[src/rtl/period_frequency_band_detector_assert.svh]
// ----------------------------------------------------------------------------
// Assertion macros shared by the period frequency band detector RTL
// Each macro checks a property on the rising edge of clk, off during reset.
// ----------------------------------------------------------------------------
`ifndef PERIOD_FREQUENCY_BAND_DETECTOR_ASSERT_SVH
`define PERIOD_FREQUENCY_BAND_DETECTOR_ASSERT_SVH

// Same-cycle implication: cond holds, so prop holds in this cycle
`define PFBD_ASSERT_IMP(label, cond, prop) \
    label: assert property (@(posedge clk) disable iff (!rst_n) (cond) |-> (prop)) \
        else $error("pfbd assertion failed");

// Next-cycle implication: cond holds, so prop holds in the following cycle
`define PFBD_ASSERT_NXT(label, cond, prop) \
    label: assert property (@(posedge clk) disable iff (!rst_n) (cond) |=> (prop)) \
        else $error("pfbd assertion failed");

`endif

[src/rtl/pfbd_pkg.sv]
// ----------------------------------------------------------------------------
// pfbd_pkg
// Types, constants and helper functions of the period frequency band detector.
// ----------------------------------------------------------------------------
package pfbd_pkg;

    // Ring of recent periods
    localparam int RING_DEPTH = 3;
    localparam int IDX_W      = $clog2(RING_DEPTH);
    localparam int SLOT_W     = $clog2(RING_DEPTH + 1);

    // Datapath widths
    localparam int DATA_W     = 16;
    localparam int BAND_W     = 3;
    localparam int CNT_W      = $clog2(DATA_W);

    // Stream words
    localparam int IN_TDATA_W  = 16;
    localparam int OUT_TDATA_W = 24;

    // Configuration port
    localparam int APB_AW = 3;
    localparam int APB_DW = 32;
    localparam logic [APB_AW-3:0] REG_CLOCK_RATIO = '0;

    // Input word kinds carried on tuser
    localparam logic ACT_CAPTURE = 1'b0;
    localparam logic ACT_POLL    = 1'b1;

    // Reset values
    localparam logic [DATA_W-1:0] RATIO_RESET  = 16'd14746;
    localparam logic [DATA_W-1:0] PERIOD_RESET = 16'd270;
    localparam logic [BAND_W-1:0] BAND_RESET   = 3'd3;

    // Agreement window between neighboring periods
    localparam logic [DATA_W-1:0] TOLERANCE = 16'd2;
    localparam logic [DATA_W-1:0] FREQ_MAX  = 16'hFFFF;

    // Band thresholds
    localparam logic [DATA_W-1:0] THR_LOW = 16'd1000;
    localparam logic [DATA_W-1:0] THR_B1  = 16'd2500;
    localparam logic [DATA_W-1:0] THR_B2  = 16'd5000;
    localparam logic [DATA_W-1:0] THR_B3  = 16'd12000;
    localparam logic [DATA_W-1:0] THR_B4  = 16'd20000;
    localparam logic [DATA_W-1:0] THR_B5  = 16'd23000;

    localparam logic [BAND_W-1:0] BAND_0 = 3'd0;
    localparam logic [BAND_W-1:0] BAND_1 = 3'd1;
    localparam logic [BAND_W-1:0] BAND_2 = 3'd2;
    localparam logic [BAND_W-1:0] BAND_3 = 3'd3;
    localparam logic [BAND_W-1:0] BAND_4 = 3'd4;
    localparam logic [BAND_W-1:0] BAND_5 = 3'd5;

    // Sequencer states
    typedef enum logic [1:0] {
        ST_IDLE,
        ST_DIV,
        ST_RESULT
    } state_t;

    // Status of the serial divider
    typedef struct packed {
        logic busy;
        logic done;
    } div_stat_t;

    // Map a frequency to its band, keep the held band below the lowest threshold
    function automatic logic [BAND_W-1:0] pick_band(input logic [DATA_W-1:0] freq,
                                                    input logic [BAND_W-1:0] held);
        logic [BAND_W-1:0] band;
        if (freq < THR_LOW)
            band = held;
        else if (freq < THR_B1)
            band = BAND_0;
        else if (freq < THR_B2)
            band = BAND_1;
        else if (freq < THR_B3)
            band = BAND_2;
        else if (freq < THR_B4)
            band = BAND_3;
        else if (freq < THR_B5)
            band = BAND_4;
        else
            band = BAND_5;
        return band;
    endfunction

endpackage

[src/rtl/period_frequency_band_detector.sv]
// Capture word: accepted in the idle state, which it does not leave, so ready again in the next cycle.
// Poll word: divider steps, then the scaled quotient is registered as the frequency,
// then the output load; an unstable poll skips the divider and goes to the load.
// The next word is accepted the cycle after the result enters the output register.
// Reset (rst_n, asynchronous, active low) loads the period ring with 270,
// clock_ratio with 14746, the held band with 3, and empties the output register.
// ----------------------------------------------------------------------------
// period_frequency_band_detector
// Reciprocal frequency counter: stores timer periods in a ring, divides the
// clock ratio by the slot-0 period on a poll whose periods agree, and selects a band.
// ----------------------------------------------------------------------------
`include "period_frequency_band_detector_assert.svh"

module period_frequency_band_detector
    import pfbd_pkg::*;
(
    input  logic                   clk,
    input  logic                   rst_n,
    // Input stream
    input  logic                   s_axis_tvalid,
    output logic                   s_axis_tready,
    input  logic [IN_TDATA_W-1:0]  s_axis_tdata,   // [15:0] capture_time
    input  logic                   s_axis_tuser,   // [0] action
    // Result stream
    output logic                   m_axis_tvalid,
    input  logic                   m_axis_tready,
    output logic [OUT_TDATA_W-1:0] m_axis_tdata,   // [15:0] frequency, [16] stable,
                                                   // [19:17] band, [23:20] zero
    // Configuration port
    input  logic                   psel,
    input  logic                   penable,
    input  logic                   pwrite,
    input  logic [APB_AW-1:0]      paddr,
    input  logic [APB_DW-1:0]      pwdata,
    output logic [APB_DW-1:0]      prdata,
    output logic                   pready
);

    state_t state_reg, state_next;

    logic [DATA_W-1:0] ring_reg [RING_DEPTH];
    logic [DATA_W-1:0] ring_next [RING_DEPTH];
    logic [SLOT_W-1:0] write_slot_reg, write_slot_next;
    logic [DATA_W-1:0] last_stamp_reg, last_stamp_next;
    logic [BAND_W-1:0] band_held_reg, band_held_next;
    logic [DATA_W-1:0] ratio_reg, ratio_next;
    logic [DATA_W-1:0] freq_reg, freq_next;
    logic              stable_reg, stable_next;
    logic              out_valid_reg, out_valid_next;
    logic [DATA_W-1:0] out_freq_reg, out_freq_next;
    logic              out_stable_reg, out_stable_next;
    logic [BAND_W-1:0] out_band_reg, out_band_next;

    logic                  in_accept;
    logic                  capture_accept;
    logic                  poll_accept;
    logic                  go_div;
    logic                  div_start;
    logic                  out_load;
    logic                  cfg_write;
    logic                  cfg_hit;
    logic [RING_DEPTH-2:0] pair_ok;
    logic                  agree;
    logic [IDX_W-1:0]      write_idx;
    logic [DATA_W-1:0]     period;
    logic [DATA_W-1:0]     scaled;
    logic [BAND_W-1:0]     band_new;
    div_stat_t             div_stat;
    logic [DATA_W-1:0]     quotient;

    // Serial divider, started by a poll whose periods agree and whose slot-0 period is nonzero
    pfbd_div u_div (
        .clk      (clk),
        .rst_n    (rst_n),
        .start    (div_start),
        .dividend (ratio_reg),
        .divisor  (ring_reg[0]),
        .stat     (div_stat),
        .quotient (quotient)
    );

    // Handshake terms
    assign in_accept      = s_axis_tvalid && s_axis_tready;
    assign capture_accept = in_accept && (s_axis_tuser == ACT_CAPTURE);
    assign poll_accept    = in_accept && (s_axis_tuser == ACT_POLL);

    // Check each neighboring pair of periods against the window
    always_comb
    begin
        for (int i = 0; i < RING_DEPTH - 1; i++)
        begin
            if (ring_reg[i] > ring_reg[i+1])
                pair_ok[i] = (ring_reg[i] - ring_reg[i+1]) <= TOLERANCE;
            else
                pair_ok[i] = (ring_reg[i+1] - ring_reg[i]) <= TOLERANCE;
        end
    end

    assign agree  = &pair_ok;
    assign go_div = agree && (ring_reg[0] != '0);

    // Next state
    always_comb
    begin
        state_next = state_reg;
        case (state_reg)
            ST_IDLE:
            begin
                if (poll_accept)
                    state_next = go_div ? ST_DIV : ST_RESULT;
            end
            ST_DIV:
            begin
                if (div_stat.done)
                    state_next = ST_RESULT;
            end
            ST_RESULT:
            begin
                if (!out_valid_reg || m_axis_tready)
                    state_next = ST_IDLE;
            end
            default:
                state_next = ST_IDLE;
        endcase
    end

    // Sequencer outputs
    always_comb
    begin
        s_axis_tready = 1'b0;
        div_start     = 1'b0;
        out_load      = 1'b0;
        case (state_reg)
            ST_IDLE:
            begin
                s_axis_tready = 1'b1;
                div_start     = poll_accept && go_div;
            end
            ST_DIV:
            begin
                s_axis_tready = 1'b0;
            end
            ST_RESULT:
            begin
                out_load = !out_valid_reg || m_axis_tready;
            end
            default:
            begin
                s_axis_tready = 1'b0;
            end
        endcase
    end

    // Ring write position: wrap to slot 0 once the ring is full
    always_comb
    begin
        if (write_slot_reg >= SLOT_W'(RING_DEPTH))
        begin
            write_idx       = '0;
            write_slot_next = SLOT_W'(1);
        end
        else
        begin
            write_idx       = write_slot_reg[IDX_W-1:0];
            write_slot_next = write_slot_reg + 1'b1;
        end
    end

    assign period = s_axis_tdata[DATA_W-1:0] - last_stamp_reg;

    // Store the period of a capture word
    always_comb
    begin
        for (int i = 0; i < RING_DEPTH; i++)
            ring_next[i] = ring_reg[i];
        last_stamp_next = last_stamp_reg;
        if (capture_accept)
        begin
            ring_next[write_idx] = period;
            last_stamp_next      = s_axis_tdata[DATA_W-1:0];
        end
    end

    // Scale the quotient by 256 and saturate
    assign scaled = (quotient[DATA_W-1:8] != '0) ? FREQ_MAX : {quotient[7:0], 8'h00};

    // Hold the measured frequency until the result is built
    always_comb
    begin
        freq_next   = freq_reg;
        stable_next = stable_reg;
        if (poll_accept && !go_div)
        begin
            freq_next   = '0;
            stable_next = 1'b0;
        end
        else if (state_reg == ST_DIV && div_stat.done)
        begin
            freq_next   = scaled;
            stable_next = 1'b1;
        end
    end

    assign band_new = pick_band(freq_reg, band_held_reg);

    // Load the output register and update the held band
    always_comb
    begin
        band_held_next  = band_held_reg;
        out_valid_next  = out_valid_reg;
        out_freq_next   = out_freq_reg;
        out_stable_next = out_stable_reg;
        out_band_next   = out_band_reg;
        if (m_axis_tready)
            out_valid_next = 1'b0;
        if (out_load)
        begin
            band_held_next  = band_new;
            out_valid_next  = 1'b1;
            out_freq_next   = freq_reg;
            out_stable_next = stable_reg;
            out_band_next   = band_new;
        end
    end

    // Configuration write and read
    assign cfg_hit    = (paddr[APB_AW-1:2] == REG_CLOCK_RATIO);
    assign cfg_write  = psel && penable && pwrite && pready && cfg_hit;
    assign ratio_next = cfg_write ? pwdata[DATA_W-1:0] : ratio_reg;
    assign pready     = 1'b1;
    assign prdata     = cfg_hit ? {{(APB_DW-DATA_W){1'b0}}, ratio_reg} : '0;

    // Control and state registers
    always_ff @(posedge clk or negedge rst_n)
    begin
        if (!rst_n)
        begin
            state_reg      <= ST_IDLE;
            for (int i = 0; i < RING_DEPTH; i++)
                ring_reg[i] <= PERIOD_RESET;
            write_slot_reg <= '0;
            last_stamp_reg <= '0;
            band_held_reg  <= BAND_RESET;
            ratio_reg      <= RATIO_RESET;
            out_valid_reg  <= 1'b0;
        end
        else
        begin
            state_reg      <= state_next;
            for (int i = 0; i < RING_DEPTH; i++)
                ring_reg[i] <= ring_next[i];
            if (capture_accept)
                write_slot_reg <= write_slot_next;
            last_stamp_reg <= last_stamp_next;
            band_held_reg  <= band_held_next;
            ratio_reg      <= ratio_next;
            out_valid_reg  <= out_valid_next;
        end
    end

    // Payload registers
    always_ff @(posedge clk)
    begin
        freq_reg       <= freq_next;
        stable_reg     <= stable_next;
        out_freq_reg   <= out_freq_next;
        out_stable_reg <= out_stable_next;
        out_band_reg   <= out_band_next;
    end

    assign m_axis_tvalid = out_valid_reg;
    assign m_axis_tdata  = {{(OUT_TDATA_W-DATA_W-1-BAND_W){1'b0}},
                            out_band_reg, out_stable_reg, out_freq_reg};

    // Checks
    `PFBD_ASSERT_IMP(a_done_in_div, div_stat.done, state_reg == ST_DIV)
    `PFBD_ASSERT_NXT(a_unstable_skips_div, poll_accept && !go_div,
                     state_reg == ST_RESULT && !stable_reg && freq_reg == '0)
    `PFBD_ASSERT_IMP(a_slot_in_range, 1'b1, write_slot_reg <= SLOT_W'(RING_DEPTH))
    `PFBD_ASSERT_IMP(a_band_in_range, out_valid_reg, out_band_reg <= BAND_5)

endmodule

[src/rtl/pfbd_div.sv]
// ----------------------------------------------------------------------------
// pfbd_div
// Restoring serial divider: one quotient bit per cycle while busy.
// ----------------------------------------------------------------------------
`include "period_frequency_band_detector_assert.svh"

module pfbd_div
    import pfbd_pkg::*;
(
    input  logic              clk,
    input  logic              rst_n,
    input  logic              start,
    input  logic [DATA_W-1:0] dividend,
    input  logic [DATA_W-1:0] divisor,
    output div_stat_t         stat,
    output logic [DATA_W-1:0] quotient
);

    logic              busy_reg, busy_next;
    logic              done_reg, done_next;
    logic [CNT_W-1:0]  cnt_reg, cnt_next;
    logic [DATA_W:0]   rem_reg, rem_next;
    logic [DATA_W-1:0] quo_reg, quo_next;
    logic [DATA_W-1:0] dsr_reg, dsr_next;

    logic [DATA_W:0]   rem_shift;
    logic [DATA_W+1:0] diff;
    logic              last_step;

    // Shared subtractor: trial subtract of the divisor from the shifted remainder
    assign rem_shift = {rem_reg[DATA_W-1:0], quo_reg[DATA_W-1]};
    assign diff      = {1'b0, rem_shift} - {2'b00, dsr_reg};
    assign last_step = (cnt_reg == CNT_W'(DATA_W - 1));

    // Advance one quotient bit per busy cycle
    always_comb
    begin
        busy_next = busy_reg;
        done_next = 1'b0;
        cnt_next  = cnt_reg;
        rem_next  = rem_reg;
        quo_next  = quo_reg;
        dsr_next  = dsr_reg;
        if (start)
        begin
            busy_next = 1'b1;
            cnt_next  = '0;
            rem_next  = '0;
            quo_next  = dividend;
            dsr_next  = divisor;
        end
        else if (busy_reg)
        begin
            if (diff[DATA_W+1])
            begin
                rem_next = rem_shift;
                quo_next = {quo_reg[DATA_W-2:0], 1'b0};
            end
            else
            begin
                rem_next = diff[DATA_W:0];
                quo_next = {quo_reg[DATA_W-2:0], 1'b1};
            end
            cnt_next = cnt_reg + 1'b1;
            if (last_step)
            begin
                busy_next = 1'b0;
                done_next = 1'b1;
            end
        end
    end

    // Control registers
    always_ff @(posedge clk or negedge rst_n)
    begin
        if (!rst_n)
        begin
            busy_reg <= 1'b0;
            done_reg <= 1'b0;
            cnt_reg  <= '0;
        end
        else
        begin
            busy_reg <= busy_next;
            done_reg <= done_next;
            cnt_reg  <= cnt_next;
        end
    end

    // Datapath registers
    always_ff @(posedge clk)
    begin
        rem_reg <= rem_next;
        quo_reg <= quo_next;
        dsr_reg <= dsr_next;
    end

    assign stat.busy = busy_reg;
    assign stat.done = done_reg;
    assign quotient  = quo_reg;

    // Checks
    `PFBD_ASSERT_IMP(a_div_start_idle, start, !busy_reg)
    `PFBD_ASSERT_NXT(a_div_done_after_last, busy_reg && last_step, done_reg && !busy_reg)
    `PFBD_ASSERT_IMP(a_div_done_not_busy, done_reg, !busy_reg)

endmodule
[config.mk]
export PLATFORM = sky130hd
export DESIGN_NAME = period_frequency_band_detector
export DESIGN_NICKNAME = d
export VERILOG_FILES = /design/src/rtl/pfbd_pkg.sv /design/src/rtl/period_frequency_band_detector.sv /design/src/rtl/pfbd_div.sv
export VERILOG_INCLUDE_DIRS = /design/src /design/src/rtl
export SDC_FILE = /design/constraint.sdc
export NUM_CORES = 1
export LEC_CHECK = 0
export ABC_CLOCK_PERIOD_IN_PS = 4400
export BUFFER_PORTS_ARGS = -buffer_cell sky130_fd_sc_hd__buf_2
export CAP_MARGIN = 30
export CORE_ASPECT_RATIO = 1.2
export CORE_MARGIN = 8
export CORE_UTILIZATION = 50
export DETAILED_ROUTE_END_ITERATION = 6
export HOLD_SLACK_MARGIN = 0.02
export PLACE_DENSITY = 0.72
export RECOVER_POWER = 100
export SLEW_MARGIN = 20
export SYNTH_ARGS = -nofsm -noshare
export SYNTH_HDL_FRONTEND = slang
export SYNTH_SLANG_ARGS = --single-unit
[constraint.sdc]
create_clock -name clk -period 4.4 [get_ports clk]
set_input_delay 0.22 -clock clk [delete_from_list [all_inputs] [get_ports clk]]
set_output_delay 0.22 -clock clk [all_outputs]
set_load 0.02 [all_outputs]
==> impl_metrics.csv <==
group,metric,value,unit
run_status,status,"finished, violations left",
run_status,violations,"max-capacitance violations, max-slew violations",
yosys,ys_types,79,
clocking,clkTransAtPathRegs,0.07,ns
yosys,synthTopCellsByArea,"dfrtp_1 (15%), edfxtp_1 (11%), ha_1 (9.8%)",
worst_setup_path,crit_type,"reg2reg",
detailed_routing,avgViaCountPerCell,5.706,
place,dpl.hpwl,24500,um
yosys,ys_seq_area_frac,0.3451,
finish,antenna_cells,0,
global_route,antenna_found_initial,0,
yosys,ys_async_sr_fraction,0.5697,
clocking,ctsLongestPathBuffers,2,
clocking,htree_levels,4,
yosys,netlist_instances,1353,
yosys,synth_edf_count,45,
place,port_buffers,78,
global_route,met3_usage,0.03510,
floorplan,dieArea,29940,um2
flow_run,cap_violations,2,
clocking,cts_buffers,17,
global_route,grt_use_met1,0.2393,
yosys,synth_area_per_cell,9.105,um2
timing,finalSetupViolCount,0,
finish,syn_to_final_growth,13.91,%
global_route,track_usage,0.2123,
floorplan,core,24440,um2
yosys,ys_warn_count,0,
place,place.gp.congestion,0.9635,
finish,n_fill_cell,2184,
global_route,grt_pass1_vias,10328,
yosys,ys.flop_type,"dfrtp_1",
place,post_dp_cell_area,13090,um2
detailed_routing,dr.first_iter.drc_count,525,
worst_setup_path,worstSetupStartpointType,"flop",
power_and_ir_drop,swShare,0.4803,
detailed_routing,post_drt_wl_per_cell,18.00,um
worst_setup_path,end_kind,"flop",
min_path,min-delay-path-class,"in2reg",
global_route,busiest_layer,"met2",
detailed_routing,vias,10260,
detailed_routing,drc,0,
yosys,synth.cell_area,12320,um2
power_and_ir_drop,p_per_area,779.4,nW/um2
power_and_ir_drop,seq_power_share,0.208,
floorplan,dieHeight,188.0,um
detailed_routing,drtPass1Iterations,7,
power_and_ir_drop,total_leakage_power,6.135,nW
clocking,cts_tree,"done",
timing,layout_min_cycle_time,4.318,ns
finish,drive_gt1_frac,0.1527,
power_and_ir_drop,p_sw,0.005254,W
finish,num-nets-final,1621,
global_route,grt_max_degree,69,
timing,timing.hold.ws,0.02598,ns
floorplan,die_w,159.3,um
detailed_routing,drt_wl_total,32360,um
power_and_ir_drop,combPwrFrac,0.650,
global_route,grt_pass1_wl,52270,um
yosys,yosysTopAreaCell,"dfrtp_1",
floorplan,fp-row-count,63,
timing,tightest_slew,2.047,ns
floorplan,io_pins,118,
timing,clock_skew,0.01113,ns
timing,fmax,231.6,MHz
timing,hold_viol_final,0,
clocking,clock-root-buffer,"clkbuf_16",
timing,finalSetupTns,0,ns
floorplan,start_util,0.5041,
detailed_routing,antenna_left,0,
power_and_ir_drop,p_clk_frac,0.142,
worst_setup_path,cp_max_fo,7,
timing,slew_viol_final,71,
global_route,grt_util_met2,0.3855,
clocking,clock_sinks,165,
finish,largest_reg_flops,48,
timing,slew_headroom,-0.3646,
worst_setup_path,cp.arrival,4.50,ns
finish,design_area,14030,um2
timing,post-route-period-util,0.9814,
global_route,gr-total-overflow,0,
timing,rsz0062_at_grt,"no",
yosys,synth_top_area_share,0.1463,
clocking,clk_latency,0.43,ns
power_and_ir_drop,internal_power,0.005684,W
worst_setup_path,crit_required,4.58,ns
power_and_ir_drop,ir_drop,0.0003972,V
yosys,synth_seq_cells,165,
## area by class of cell
cell class | count | area, um2 | area share
clock buffers | 20 | 479.2 | 0.03415
clock inverters | 12 | 127.6 | 0.009094
multi-input cells | 1014 | 7325 | 0.5219
well taps | 325 | 406.6 | 0.02898
flip-flops and latches | 165 | 4252 | 0.3030
inverters | 108 | 405.4 | 0.02889
repair buffers | 154 | 1039 | 0.07400
## cells by family after synthesis
logic type | after synthesis | share of synthesized area
other cells | 2 | 0.0006096
xor+xnor | 51 | 0.03626
compound gates | 358 | 0.1903
buf+inv | 193 | 0.07008
mux | 85 | 0.08105
flops | 165 | 0.3451
simple gates | 397 | 0.1693
fa+ha+maj | 102 | 0.1073
## power groups by stage
stage / Clock [W] / Combinational, W / Sequential, W
after floorplan: 0 / 0.00514 / 0.00221
after global placement: 0 / 0.00687 / 0.00229
after detailed placement: 0 / 0.00691 / 0.00230
after CTS: 0.00156 / 0.00698 / 0.00228
after global routing: 0.00163 / 0.00783 / 0.00232
final: 0.00155 / 0.00711 / 0.00228
## repair_timing
action / CTS / global route
hold buffers: 25 / 1
setup endpoints to repair: 0 / 32
hold endpoints to repair: 78 / 1
gates resized for setup: 0 / 10
setup buffers: 0 / 1
## path summary, 6_finish.rpt
check                                endpoint  slack, ns         start  depth (start not counted)
min reg2reg                    out_stable_reg       0.46    stable_reg                          0
min in group asynchronous    band_held_reg[2]       0.74         rst_n                          2
max                        u_div.quotient[11]       0.08  ring_reg[33]                         11
max in group asynchronous         ring_reg[2]       0.75         rst_n                          4
max reg2reg                u_div.quotient[11]       0.08  ring_reg[33]                         11
min                              ratio_reg[2]       0.03     pwdata[2]                          2
## metal layers
metal,routed length [um],vias to the layer above,share of wire
met1,13160,4878,0.41
met5,0,-,0
met3,1394,67,0.043
li1,-,5070,-
met2,16600,245,0.51
met4,1198,0,0.037
## critical path: stages (launching register included)
cell and delay, ns:
dfstp_1 0.76, ha_1 0.33, nor2b_1 0.16, o21a_1 0.20, or3_1 0.36, a211o_1 0.30
or4_1 0.49, or4_4 0.45, nor4_4 0.23, o221ai_4 0.24, clkbuf_16 0.25, mux2_4 0.30
## Yosys cell counts (10+ instances only)
| cell type | number |
|---|---|
| and2_1 | 15 |
| ha_1 | 96 |
| a31oi_1 | 11 |
| edfxtp_1 | 45 |
| a21o_1 | 27 |
| mux2_4 | 14 |
| a211oi_1 | 43 |
| clkbuf_1 | 46 |
| inv_1 | 107 |
| nor3_1 | 31 |
| nor2b_1 | 32 |
| xor2_1 | 16 |
| buf_4 | 32 |
| nand2_1 | 83 |
| o31ai_1 | 10 |
| nand3_1 | 26 |
| nor4_1 | 16 |
| dfstp_2 | 22 |
| dfrtp_1 | 72 |
| o21ai_0 | 86 |
| nor2_1 | 90 |
| mux2_2 | 62 |
| dfxtp_1 | 26 |
| o21a_1 | 15 |
| nand4_1 | 21 |
| nand2b_1 | 21 |
| a21oi_1 | 85 |
| xnor2_1 | 35 |
## stage by stage
stage          setup slack (ns)  instances  utilization  power, W
3_5_place_dp             0.1224       1732       0.5357  0.009216
6_report                0.08189       1798       0.5743   0.01094
2_1_floorplan            0.1055       1372            -  0.007352
3_3_place_gp             0.1432       1731       0.5354  0.009153
5_1_grt               0.0007878       1798       0.5743   0.01178
4_1_cts                  0.1037       1789       0.5708   0.01082
## placed cells by master, fill, tap and decap left out, types with 32 or more instances in the layout
master,Yosys,routed
a211oi_1,43,43
mux2_2,62,62
buf_2,3,38
a21oi_1,85,85
ha_1,96,95
o21ai_0,86,86
dfrtp_1,72,72
edfxtp_1,45,45
inv_1,107,107
nor2_1,90,90
clkbuf_1,46,52
nor2b_1,32,32
xnor2_1,35,35
nand2_1,83,82
No activity file was read; power rests on OpenSTA's default activity.
